--- config.mk ---
export PLATFORM = sky130hd
export DESIGN_NAME = maze_dfs_walker_flat
export DESIGN_NICKNAME = d
export VERILOG_FILES = /design/src/hw/rtl/mdw_pkg.sv /design/src/hw/rtl/mdw_cmd_if.sv /design/src/hw/rtl/mdw_rsp_if.sv /design/src/hw/rtl/mdw_cell_store.sv /design/src/hw/rtl/maze_dfs_walker.sv /design/src/flat_wrapper.sv
export VERILOG_INCLUDE_DIRS = /design/src /design/src/hw/rtl
export SDC_FILE = /design/constraint.sdc
export NUM_CORES = 2
export LEC_CHECK = 0
export ABC_CLOCK_PERIOD_IN_PS = 31400
export BUFFER_PORTS_ARGS = -buffer_cell sky130_fd_sc_hd__buf_4
export CELL_PAD_IN_SITES_DETAIL_PLACEMENT = 0
export CELL_PAD_IN_SITES_GLOBAL_PLACEMENT = 2
export CORE_MARGIN = 5
export CORE_UTILIZATION = 54
export DETAILED_ROUTE_END_ITERATION = 7
export PLACE_DENSITY = 0.86
export SYNTH_ARGS = -nofsm -noshare
export SYNTH_HDL_FRONTEND = slang
export SYNTH_HIERARCHICAL = 1
export SYNTH_SLANG_ARGS = --single-unit
--- constraint.sdc ---
create_clock -name clk -period 31.4 [get_ports clk]
set_clock_uncertainty 0.05 [all_clocks]
set_input_delay 1.57 -clock clk [delete_from_list [all_inputs] [get_ports clk]]
set_output_delay 1.57 -clock clk [all_outputs]
set_load 0.02 [all_outputs]
--- src/hw/rtl/assert_macros.svh ---
// Assertion macros used by the RTL of the maze walker.
`ifndef ASSERT_MACROS_SVH
`define ASSERT_MACROS_SVH

// Same-cycle implication, checked at every rising edge outside reset.
`define ASSERT_IMPLIES(label, clk, rst_n, ante, cons, msg) \
	label: assert property (@(posedge clk) disable iff (!rst_n) (ante) |-> (cons)) \
		else $error(msg);

// Next-cycle implication, checked at every rising edge outside reset.
`define ASSERT_NEXT(label, clk, rst_n, ante, cons, msg) \
	label: assert property (@(posedge clk) disable iff (!rst_n) (ante) |=> (cons)) \
		else $error(msg);

`endif

--- src/hw/rtl/mdw_pkg.sv ---
// Shared types, codes and constants of the maze walker.
package mdw_pkg;

	localparam int MAX_ROWS    = 16;
	localparam int MAX_COLS    = 16;
	localparam int COORD_W     = 4;
	localparam int USED_W      = 5;
	localparam int MAP_DEPTH   = MAX_ROWS * MAX_COLS;
	localparam int MAP_AW      = $clog2(MAP_DEPTH);
	localparam int CELL_W      = 2;
	localparam int STACK_DEPTH = 256;
	localparam int STACK_AW    = $clog2(STACK_DEPTH);
	localparam int DEPTH_W     = STACK_AW + 1;
	localparam int POS_W       = 2 * COORD_W;

	// Coordinates are 4 bits wide, so the grid never exceeds 16 on either axis.
	localparam int ROW_LIM = (MAX_ROWS < 16) ? MAX_ROWS : 16;
	localparam int COL_LIM = (MAX_COLS < 16) ? MAX_COLS : 16;

	// Cell encoding: bit 0 wall, bit 1 visited.
	localparam logic [CELL_W-1:0] CELL_OPEN    = 2'b00;
	localparam logic [CELL_W-1:0] CELL_VISITED = 2'b10;
	localparam int                CELL_WALL_B  = 0;

	localparam logic [1:0] OP_WRITE = 2'd0;
	localparam logic [1:0] OP_START = 2'd1;
	localparam logic [1:0] OP_STEP  = 2'd2;

	typedef enum logic [2:0] {
		EV_WRITTEN   = 3'd0,
		EV_STARTED   = 3'd1,
		EV_REJECTED  = 3'd2,
		EV_MOVED     = 3'd3,
		EV_BACKTRACK = 3'd4,
		EV_GOAL      = 3'd5,
		EV_UNREACH   = 3'd6,
		EV_IGNORED   = 3'd7
	} ev_t;

	typedef enum logic [1:0] {
		CFG_ROWS_USED = 2'd0,
		CFG_COLS_USED = 2'd1,
		CFG_GOAL_ROW  = 2'd2,
		CFG_GOAL_COL  = 2'd3
	} cfg_idx_t;

	typedef struct packed {
		logic              rd_en;
		logic              wr_en;
		logic [MAP_AW-1:0] addr;
		logic [CELL_W-1:0] wr_data;
	} map_req_t;

	// Saturate a size register at the axis limit.
	function automatic logic [USED_W-1:0] grid_lim(input logic [USED_W-1:0] used,
			input logic [USED_W-1:0] lim);
		return (used > lim) ? lim : used;
	endfunction

endpackage

--- src/hw/rtl/mdw_cmd_if.sv ---
// Command channel of the maze walker: one word per operation.
interface mdw_cmd_if;
	logic       valid;
	logic       ready;
	logic [1:0] operation;
	logic [3:0] row;
	logic [3:0] col;
	logic       wall;

	modport source(output valid, output operation, output row, output col, output wall,
		input ready);
	modport sink(input valid, input operation, input row, input col, input wall,
		output ready);
endinterface

--- src/hw/rtl/mdw_rsp_if.sv ---
// Result channel of the maze walker: one word per operation.
interface mdw_rsp_if;
	logic       valid;
	logic       ready;
	logic [3:0] pos_row;
	logic [3:0] pos_col;
	logic [2:0] event_res;

	modport source(output valid, output pos_row, output pos_col, output event_res,
		input ready);
	modport sink(input valid, input pos_row, input pos_col, input event_res,
		output ready);
endinterface

--- src/hw/rtl/mdw_cell_store.sv ---
// Cell map memory with per-entry valid bits; unwritten cells read as open.
module mdw_cell_store (
	input  logic                                clk,
	input  logic                                arst_n,
	input  mdw_pkg::map_req_t                   req,
	output logic [mdw_pkg::CELL_W-1:0]          rd_data
);
	import mdw_pkg::*;

	logic [CELL_W-1:0]    cell_mem [MAP_DEPTH];
	logic [MAP_DEPTH-1:0] vld_q;
	logic [CELL_W-1:0]    rd_mem_s1;
	logic                 rd_vld_s1;

	always_ff @(posedge clk) begin
		if (req.wr_en) begin
			cell_mem[req.addr] <= req.wr_data;
		end
		if (req.rd_en) begin
			rd_mem_s1 <= cell_mem[req.addr];
			rd_vld_s1 <= vld_q[req.addr];
		end
	end

	// Mark written entries; reset drops the whole map back to open.
	always_ff @(posedge clk or negedge arst_n) begin
		if (!arst_n) begin
			vld_q <= '0;
		end else if (req.wr_en) begin
			vld_q[req.addr] <= 1'b1;
		end
	end

	assign rd_data = rd_vld_s1 ? rd_mem_s1 : CELL_OPEN;

endmodule

--- src/hw/rtl/maze_dfs_walker.sv ---
// Top level of the depth-first maze walker: sequencer, path stack and config.
//
// Usage:
//   cmd carries one word per operation: write a map cell (wall or open,
//   visited mark cleared), start at an entrance, or take one walk step.
//   rsp returns exactly one word per command: the current position after
//   the operation and an event code.
//   cfg_we/cfg_index/cfg_wdata set grid rows, grid columns and the goal
//   cell; write them only while no command is in flight.
// Sequencing:
//   One command at a time. The single-port cell map has a registered
//   read, so each neighbor is probed in a read-issue state and a check
//   state; neighbors off the grid are skipped. A write stores its cell,
//   a start reads and checks its entrance, and a step probes neighbors
//   until one is free; a dead end backtracks through the path stack.
// Reset:
//   arst_n clears the map to open and unvisited (valid bits), the walk to
//   idle at row 0 column 0, and the config to 10 rows, 12 columns, goal
//   at row 4 column 11. The path stack holds no reset value.
// Stall:
//   The result register holds its word while rsp.ready is low; the next
//   command is still taken and waits for the register to free up before
//   its own result is loaded.
`include "assert_macros.svh"

module maze_dfs_walker (
	input  logic                   clk,
	input  logic                   arst_n,
	input  logic                   cfg_we,
	input  logic [1:0]             cfg_index,
	input  logic [mdw_pkg::USED_W-1:0] cfg_wdata,
	mdw_cmd_if.sink                cmd,
	mdw_rsp_if.source              rsp
);
	import mdw_pkg::*;

	typedef enum logic [2:0] {
		S_IDLE,
		S_DISP,
		S_SCHK,
		S_NISS,
		S_NCHK,
		S_DEAD,
		S_POP,
		S_FIN
	} state_t;

	typedef enum logic [1:0] {
		WS_IDLE,
		WS_WALK,
		WS_GOAL,
		WS_UNREACH
	} walk_t;

	typedef enum logic [1:0] {
		DIR_LEFT,
		DIR_RIGHT,
		DIR_DOWN,
		DIR_UP
	} dir_t;

	state_t               state_q;
	walk_t                status_q;
	dir_t                 dir_q;
	ev_t                  ev_q;
	logic [1:0]           op_q;
	logic [COORD_W-1:0]   row_q, col_q;
	logic                 wall_q;
	logic [COORD_W-1:0]   cur_row_q, cur_col_q, entry_row_q, entry_col_q;
	logic [DEPTH_W-1:0]   depth_q;
	logic                 rsp_valid_q;
	logic [COORD_W-1:0]   rsp_row_q, rsp_col_q;
	ev_t                  rsp_ev_q;

	logic [USED_W-1:0]    rows_used_q, cols_used_q;
	logic [COORD_W-1:0]   goal_row_q, goal_col_q;

	map_req_t             map_req;
	logic [CELL_W-1:0]    map_rd;

	logic [POS_W-1:0]     stack_mem [STACK_DEPTH];
	logic                 stk_we, stk_re;
	logic [STACK_AW-1:0]  stk_waddr, stk_raddr;
	logic [POS_W-1:0]     stk_wdata, stk_rd_s1;

	logic [USED_W-1:0]    lim_rows, lim_cols;
	logic [USED_W-1:0]    cand_r5, cand_c5;
	logic                 cand_ok;
	logic [COORD_W-1:0]   cand_row, cand_col;
	logic                 start_ok, cell_free, at_goal, dead_stop, last_dir, out_free;
	logic [DEPTH_W-1:0]   depth_dec, depth_dec2;

	// ------------------------------------------------------------------
	// Configuration registers.
	always_ff @(posedge clk or negedge arst_n) begin
		if (!arst_n) begin
			rows_used_q <= USED_W'(10);
			cols_used_q <= USED_W'(12);
			goal_row_q  <= COORD_W'(4);
			goal_col_q  <= COORD_W'(11);
		end else if (cfg_we) begin
			unique case (cfg_idx_t'(cfg_index))
				CFG_ROWS_USED: rows_used_q <= cfg_wdata;
				CFG_COLS_USED: cols_used_q <= cfg_wdata;
				CFG_GOAL_ROW:  goal_row_q  <= cfg_wdata[COORD_W-1:0];
				CFG_GOAL_COL:  goal_col_q  <= cfg_wdata[COORD_W-1:0];
				default:       ;
			endcase
		end
	end

	// ------------------------------------------------------------------
	// Grid limits and the neighbor under test. dir_q and the current
	// position hold between issuing the read and checking its data.
	assign lim_rows = grid_lim(rows_used_q, USED_W'(ROW_LIM));
	assign lim_cols = grid_lim(cols_used_q, USED_W'(COL_LIM));

	always_comb begin
		cand_r5 = {1'b0, cur_row_q};
		cand_c5 = {1'b0, cur_col_q};
		cand_ok = 1'b1;
		unique case (dir_q)
			DIR_LEFT: begin
				cand_ok = (cur_col_q != '0);
				cand_c5 = {1'b0, cur_col_q} - USED_W'(1);
			end
			DIR_RIGHT: begin
				cand_c5 = {1'b0, cur_col_q} + USED_W'(1);
			end
			DIR_DOWN: begin
				cand_r5 = {1'b0, cur_row_q} + USED_W'(1);
			end
			DIR_UP: begin
				cand_ok = (cur_row_q != '0);
				cand_r5 = {1'b0, cur_row_q} - USED_W'(1);
			end
			default: ;
		endcase
		// Cells outside the grid in use count as walls.
		cand_ok = cand_ok && (cand_r5 < lim_rows) && (cand_c5 < lim_cols);
	end

	assign cand_row   = cand_r5[COORD_W-1:0];
	assign cand_col   = cand_c5[COORD_W-1:0];
	assign start_ok   = ({1'b0, row_q} < lim_rows) && ({1'b0, col_q} < lim_cols);
	assign cell_free  = (map_rd == CELL_OPEN);
	assign at_goal    = (cur_row_q == goal_row_q) && (cur_col_q == goal_col_q);
	assign last_dir   = (dir_q == DIR_UP);
	assign dead_stop  = ((cur_row_q == entry_row_q) && (cur_col_q == entry_col_q))
			|| (depth_q <= DEPTH_W'(1));
	assign depth_dec  = depth_q - DEPTH_W'(1);
	assign depth_dec2 = depth_q - DEPTH_W'(2);
	assign out_free   = !rsp_valid_q || rsp.ready;

	// ------------------------------------------------------------------
	// Memory requests. Reads and writes of one command fall in different
	// states, and a command starts only after the previous one wrote back,
	// so no access overlaps another on the same entry.
	always_comb begin
		map_req   = '0;
		stk_we    = 1'b0;
		stk_re    = 1'b0;
		stk_waddr = '0;
		stk_raddr = depth_dec2[STACK_AW-1:0];
		stk_wdata = {cand_row, cand_col};
		unique case (state_q)
			S_DISP: begin
				if (op_q == OP_WRITE) begin
					map_req.wr_en   = 1'b1;
					map_req.addr    = {row_q, col_q};
					map_req.wr_data = {1'b0, wall_q};
				end else if (op_q == OP_START && start_ok) begin
					map_req.rd_en = 1'b1;
					map_req.addr  = {row_q, col_q};
				end
			end
			S_NISS: begin
				if (cand_ok) begin
					map_req.rd_en = 1'b1;
					map_req.addr  = {cand_row, cand_col};
				end
			end
			S_SCHK: begin
				if (!map_rd[CELL_WALL_B]) begin
					map_req.wr_en   = 1'b1;
					map_req.addr    = {row_q, col_q};
					map_req.wr_data = CELL_VISITED;
					stk_we          = 1'b1;
					stk_waddr       = '0;
					stk_wdata       = {row_q, col_q};
				end
			end
			S_NCHK: begin
				if (cell_free) begin
					map_req.wr_en   = 1'b1;
					map_req.addr    = {cand_row, cand_col};
					map_req.wr_data = CELL_VISITED;
					stk_we          = 1'b1;
					// A full stack overwrites its top entry.
					stk_waddr       = depth_q[STACK_AW] ? STACK_AW'(STACK_DEPTH - 1)
							: depth_q[STACK_AW-1:0];
				end
			end
			S_DEAD: begin
				stk_re = !dead_stop;
			end
			default: ;
		endcase
	end

	mdw_cell_store u_cell_store (
		.clk     (clk),
		.arst_n  (arst_n),
		.req     (map_req),
		.rd_data (map_rd)
	);

	// Path stack: one write and one registered read port.
	always_ff @(posedge clk) begin
		if (stk_we) begin
			stack_mem[stk_waddr] <= stk_wdata;
		end
		if (stk_re) begin
			stk_rd_s1 <= stack_mem[stk_raddr];
		end
	end

	// ------------------------------------------------------------------
	// Sequencer, walk state and result register.
	always_ff @(posedge clk or negedge arst_n) begin
		if (!arst_n) begin
			state_q     <= S_IDLE;
			status_q    <= WS_IDLE;
			dir_q       <= DIR_LEFT;
			ev_q        <= EV_IGNORED;
			op_q        <= OP_WRITE;
			row_q       <= '0;
			col_q       <= '0;
			wall_q      <= 1'b0;
			cur_row_q   <= '0;
			cur_col_q   <= '0;
			entry_row_q <= '0;
			entry_col_q <= '0;
			depth_q     <= '0;
			rsp_valid_q <= 1'b0;
			rsp_row_q   <= '0;
			rsp_col_q   <= '0;
			rsp_ev_q    <= EV_IGNORED;
		end else begin
			if (rsp_valid_q && rsp.ready) begin
				rsp_valid_q <= 1'b0;
			end
			unique case (state_q)
				S_IDLE: begin
					if (cmd.valid) begin
						op_q    <= cmd.operation;
						row_q   <= cmd.row;
						col_q   <= cmd.col;
						wall_q  <= cmd.wall;
						state_q <= S_DISP;
					end
				end
				S_DISP: begin
					state_q <= S_FIN;
					dir_q   <= DIR_LEFT;
					case (op_q)
						OP_WRITE: ev_q <= EV_WRITTEN;
						OP_START: begin
							ev_q <= EV_REJECTED;
							if (start_ok) begin
								state_q <= S_SCHK;
							end
						end
						OP_STEP: begin
							if (status_q != WS_WALK) begin
								ev_q <= EV_IGNORED;
							end else if (at_goal) begin
								status_q <= WS_GOAL;
								ev_q     <= EV_GOAL;
							end else begin
								state_q <= S_NISS;
							end
						end
						default: ev_q <= EV_IGNORED;
					endcase
				end
				S_SCHK: begin
					// A wall at the entrance rejects the start (event set above).
					if (!map_rd[CELL_WALL_B]) begin
						entry_row_q <= row_q;
						entry_col_q <= col_q;
						cur_row_q   <= row_q;
						cur_col_q   <= col_q;
						depth_q     <= DEPTH_W'(1);
						status_q    <= WS_WALK;
						ev_q        <= EV_STARTED;
					end
					state_q <= S_FIN;
				end
				S_NISS: begin
					// Skip neighbors off the grid without a read.
					if (cand_ok) begin
						state_q <= S_NCHK;
					end else if (last_dir) begin
						state_q <= S_DEAD;
					end else begin
						dir_q <= dir_t'(dir_q + 2'd1);
					end
				end
				S_NCHK: begin
					if (cell_free) begin
						cur_row_q <= cand_row;
						cur_col_q <= cand_col;
						if (!depth_q[STACK_AW]) begin
							depth_q <= depth_q + DEPTH_W'(1);
						end
						ev_q    <= EV_MOVED;
						state_q <= S_FIN;
					end else if (last_dir) begin
						state_q <= S_DEAD;
					end else begin
						dir_q   <= dir_t'(dir_q + 2'd1);
						state_q <= S_NISS;
					end
				end
				S_DEAD: begin
					if (dead_stop) begin
						status_q <= WS_UNREACH;
						ev_q     <= EV_UNREACH;
						state_q  <= S_FIN;
					end else begin
						depth_q <= depth_dec;
						state_q <= S_POP;
					end
				end
				S_POP: begin
					// Return to the new stack top.
					cur_row_q <= stk_rd_s1[POS_W-1:COORD_W];
					cur_col_q <= stk_rd_s1[COORD_W-1:0];
					ev_q      <= EV_BACKTRACK;
					state_q   <= S_FIN;
				end
				S_FIN: begin
					if (out_free) begin
						rsp_valid_q <= 1'b1;
						rsp_row_q   <= cur_row_q;
						rsp_col_q   <= cur_col_q;
						rsp_ev_q    <= ev_q;
						state_q     <= S_IDLE;
					end
				end
				default: state_q <= S_IDLE;
			endcase
		end
	end

	assign cmd.ready     = (state_q == S_IDLE);
	assign rsp.valid     = rsp_valid_q;
	assign rsp.pos_row   = rsp_row_q;
	assign rsp.pos_col   = rsp_col_q;
	assign rsp.event_res = rsp_ev_q;

	// ------------------------------------------------------------------
	// Checks.
	`ASSERT_IMPLIES(a_walk_depth, clk, arst_n, status_q == WS_WALK, depth_q != '0,
		"walk in progress with an empty path stack")
	`ASSERT_IMPLIES(a_map_port, clk, arst_n, 1'b1, !(map_req.rd_en && map_req.wr_en),
		"cell map read and write in the same cycle")
	`ASSERT_IMPLIES(a_pop_depth, clk, arst_n, state_q == S_POP, depth_q >= DEPTH_W'(1),
		"backtrack left the path stack empty")
	`ASSERT_NEXT(a_move_push, clk, arst_n,
		state_q == S_NCHK && cell_free && !depth_q[STACK_AW],
		depth_q == $past(depth_q) + DEPTH_W'(1),
		"move did not grow the path stack")

endmodule

--- src/flat_wrapper.sv ---
// flat-port wrapper written by rule: the top's interface ports become plain ports
module maze_dfs_walker_flat import mdw_pkg::*;
  (clk, arst_n, cfg_we, cfg_index, cfg_wdata, cmd_valid, cmd_operation, cmd_row, cmd_col, cmd_wall, cmd_ready, rsp_valid, rsp_pos_row, rsp_pos_col, rsp_event_res, rsp_ready);
  mdw_cmd_if cmd_i ();
  mdw_rsp_if rsp_i ();
  input  logic clk;
  input  logic arst_n;
  input  logic cfg_we;
  input  logic [1:0] cfg_index;
  input  logic [mdw_pkg::USED_W-1:0] cfg_wdata;
  input wire logic [$bits(cmd_i.valid)-1:0] cmd_valid;
  input wire logic [$bits(cmd_i.operation)-1:0] cmd_operation;
  input wire logic [$bits(cmd_i.row)-1:0] cmd_row;
  input wire logic [$bits(cmd_i.col)-1:0] cmd_col;
  input wire logic [$bits(cmd_i.wall)-1:0] cmd_wall;
  output wire logic [$bits(cmd_i.ready)-1:0] cmd_ready;
  output wire logic [$bits(rsp_i.valid)-1:0] rsp_valid;
  output wire logic [$bits(rsp_i.pos_row)-1:0] rsp_pos_row;
  output wire logic [$bits(rsp_i.pos_col)-1:0] rsp_pos_col;
  output wire logic [$bits(rsp_i.event_res)-1:0] rsp_event_res;
  input wire logic [$bits(rsp_i.ready)-1:0] rsp_ready;
  assign cmd_i.valid = cmd_valid;
  assign cmd_i.operation = cmd_operation;
  assign cmd_i.row = cmd_row;
  assign cmd_i.col = cmd_col;
  assign cmd_i.wall = cmd_wall;
  assign cmd_ready = cmd_i.ready;
  assign rsp_valid = rsp_i.valid;
  assign rsp_pos_row = rsp_i.pos_row;
  assign rsp_pos_col = rsp_i.pos_col;
  assign rsp_event_res = rsp_i.event_res;
  assign rsp_i.ready = rsp_ready;
  maze_dfs_walker u_core (.clk(clk), .arst_n(arst_n), .cfg_we(cfg_we), .cfg_index(cfg_index), .cfg_wdata(cfg_wdata), .cmd(cmd_i), .rsp(rsp_i));
endmodule
==> results by group <==
Status
  • Status: finished, violations left
  • Failing checks: max-capacitance violations, max-slew violations

Cells and area
  • Area delta synth->final: 10.92%
  • Fillers: ~15,000
  • Final core occ: 0.6005
  • Final Non-Filler Cells: 9,187
  • Share of cells above drive strength 1: 0.2648
  • Multi-input gate area: 28,700 um^2
  • Register Area: 85,540 um^2
  • Total Nets Final: 6,181

Yosys
  • Main synth FF type: edfxtp_1
  • Yosys reg bits: between 2,000 and 3,000
  • Register area share after synthesis: 0.7376
  • Post-synth EDFFs: 2,571
  • Syn Nets: approximately 6,000
  • Asr flop ratio synth: 0.1144
  • Avg Cell Area, Syn: 19.29 um^2
  • Mapped Area: 116,000 um^2
  • Syn Inst Count: approximately 6,000
  • Post-synth cell types: 87
  • Ys Warns: 6

Placement
  • Port Buffers: 35
  • Detail Placement HPWL: 166,300 um
  • Worst slack, placed: 21,980 ps
  • # placed instances: ~8,700
  • GPL Wtd Cong: 0.8557

STA
  • RSZ-0062 raised after global routing: no
  • Final Critical Period: 9400 ps
  • Setup tns final: 0 ps
  • Hold Slack: about 400 ps
  • Fmax: about 110 MHz
  • Final period utilization: 0.2994
  • Rel. slew slack: -0.03001
  • Final setup viols: 0
  • Least-Margin Pin Slew: 1541 ps
  • Slack of the critical path: 22,000 ps
  • Final max-slew violation count: 3
  • Final hold vios: 0

Die
  • Ports: 36
  • Die area: between 200,000 and 250,000 um^2
  • Core footprint: 214,200 um^2
  • Die Y: 473.4 um
  • Starting Density: 0.5414
  • Die X: 473.4 um
  • Row cnt: 170

Worst setup path
  • Crit path kind: reg -> reg
  • CP max FO: 53
  • CP Capture Type: register
  • CP Launch Type: register
  • Worst path bufs/invs: 6
  • Slowest CP cell: o21ai_4
  • CP peak stage delay: 930 ps
  • CP top delay family: compound AO/OA/AOI/OAI gates
  • WP data required: 31,980 ps
  • WP data arrival: 9980 ps

Global route
  • Number of global-route vias before repair: 60,038
  • All-layer global routing usage: 0.2528
  • Initial antenna violation count: 5
  • Grt total ovfl: 0
  • First-pass GRT wire length: around 420,000 um
  • Largest net degree at the start of global routing: 209

Route
  • ANT nets after route: 0
  • Drt first pass iters: 6
  • WL/cell: 30.56 um
  • DRT Wirelength: between 200,000 and 300,000 um
  • DRC: 0
  • Vias per inst: between 6 and 7
  • DRT iter0 DRCs: around 6,700
  • Via count: slightly below 60,000

Power and ir drop
  • Pleak: 42.84 nW
  • Maximum VDD drop: between 200 and 250 uV
  • Power Dens Cells: between 100 and 150 nW/um^2

CTS
  • Reg clk slew, reported paths: roughly 60 ps
  • CTS buffer count: 308
  • Root Buffer: clkbuf_16
  • Resize count post-CTS: 0
  • Clock latency on the worst-skew pair: 920 ps
  • # hold bufs at CTS: 0
  • CTS H-tree lvls: 5
  • CTS sink count: approximately 2,900
  • Max clock buf depth: 4
  • CTS tree: yes
  • Post-CTS Setup Bufs: 0

Hold path
  • Hold WC Path Type: reg -> reg

Job
  • Max Cap Viol: 1
[cells in the final DEF, fill, tap and decap left out, drive strengths merged, types with 26 or more instances in the layout]
cell type	count
edfxtp	2571
mux4	771
nor2	577
clkbuf	401
dfrtp	318
nand2	280
or2	268
buf	158
a22oi	106
clkinv	100
a21oi	98
o21ai	56
nand3	54
mux2i	50
mux2	39
inv	34
nor3	33
ha	32
nand4	28
and2	26
[metal layers]
metal	part of all wire	wire [um]	GRT usage
met2	0.49	136700	0.4038
met4	0.039	10910	0.08991
met3	0.081	22840	0.04645
met5	0.000025	7	0
met1	0.39	110300	0.3560
[logic make-up (layout without fill, tap and decap cells)]
group | after synthesis | count (layout) | share of synthesized area
other | 0 | 5 | 0
XOR/XNOR | 26 | 26 | 0.002255
AO/OA/AOI/OAI | 440 | 440 | 0.02641
AND/OR/NAND/NOR | 1364 | 1364 | 0.05501
multiplexers | 860 | 860 | 0.1579
flip-flops | 2903 | 2903 | 0.7376
buffers and inverters | 384 | 718 | 0.01719
adder cells (fa/ha/maj) | 33 | 33 | 0.003625
[synthesized netlist by cell type (18+ instances only)]
library cell,instances,share of area
inv_1,27,0.00087
buf_1,19,0.00062
ha_1,32,0.0035
or2_1,20,0.0011
nor2b_1,18,0.00097
buf_4,62,0.0040
mux4_2,768,0.15
and3_1,24,0.0013
nand3_1,54,0.0023
buf_2,120,0.0052
buf_6,22,0.0021
edfxtp_1,2571,0.67
mux2_2,39,0.0038
and2_1,25,0.0013
nand4_1,28,0.0015
dfrtp_1,318,0.069
xnor2_1,21,0.0016
o21ai_0,51,0.0022
nor2_1,576,0.019
a21oi_1,98,0.0042
a22oi_1,106,0.0069
or2_2,247,0.013
a2111oi_0,22,0.0017
mux2i_1,50,0.0043
clkbuf_1,129,0.0042
nand2_1,280,0.0091
nor3_1,30,0.0013
[flip-flops by register name (all words and copies together), names as in the netlist, 4 cells and up]
signal / cells
u_core/stack_mem: 2048
u_core/entry_col_q: 4
u_core/cur_row_q: 4
u_core/u_cell_store/vld_q: 256
u_core/cols_used_q: 5
u_core/depth_q: 9
u_core/u_cell_store/cell_mem: 512
u_core/goal_row_q: 4
u_core/rows_used_q: 5
u_core/col_q: 4
u_core/entry_row_q: 4
u_core/rsp.pos_col: 4
u_core/cur_col_q: 4
u_core/rsp.pos_row: 4
u_core/row_q: 4
u_core/stk_rd_s1: 8
u_core/goal_col_q: 4
[worst paths after layout]
kind                       slack [ps]                                    endpoint                                       from  cells after the start
max in group asynchronous       28260  u_core/u_cell_store/vld_q[242]$_DFFE_PN0P_                                     arst_n                      3
hold / removal                    410   u_core/u_cell_store/vld_q[69]$_DFFE_PN0P_  u_core/u_cell_store/vld_q[69]$_DFFE_PN0P_                      1
min in group asynchronous         690   u_core/u_cell_store/vld_q[84]$_DFFE_PN0P_                                     arst_n                      1
hold reg to reg                   410   u_core/u_cell_store/vld_q[69]$_DFFE_PN0P_  u_core/u_cell_store/vld_q[69]$_DFFE_PN0P_                      1
setup reg to reg                22000     u_core/u_cell_store/rd_vld_s1$_DFFE_PP_                u_core/dir_q[1]$_DFFE_PN0P_                     25
setup / recovery                22000     u_core/u_cell_store/rd_vld_s1$_DFFE_PP_                u_core/dir_q[1]$_DFFE_PN0P_                     25
[stage by stage]
step / total power, mW / instance area [um^2]
6_report: 13.41 / 128600
5_1_grt: 13.90 / 128600
4_1_cts: 13.48 / 128600
3_5_place_dp: 10.05 / 119200
3_3_place_gp: 9.941 / 119200
2_1_floorplan: 8.801 / 116000
[where the power goes]
group / total [mW] / switching, mW / leakage, nW / internal [mW]
logic: 4.51 / 3.11 / 10.0 / 1.40
registers: 5.45 / 0.101 / 28.2 / 5.35
clock network: 3.45 / 1.43 / 4.61 / 2.02
total: 13.4 / 4.64 / 42.8 / 8.78
[worst register-to-register path: cells and delay by family, from the launching register on]
family | cells | cell delay [ps]
fa+ha+maj | 3 | 840
xor+xnor | 1 | 90
simple gates | 3 | 980
compound gates | 10 | 3250
mux | 2 | 1040
flops | 1 | 430
buf+inv | 6 | 2430
[final cells by class]
cell class                      instances  share of cell area
Sequential cell                      2903              0.6650
Multi-Input combinational cell       2723              0.2231
Clock buffer                          401             0.06465
Tap cell                             2838             0.02761
Timing Repair Buffer                  158            0.009961
Clock inverter                        128            0.008628
Inverter                               31           0.0009047
Antenna cell                            5          0.00009728
Note: power is estimated with default switching activity, not from simulation.
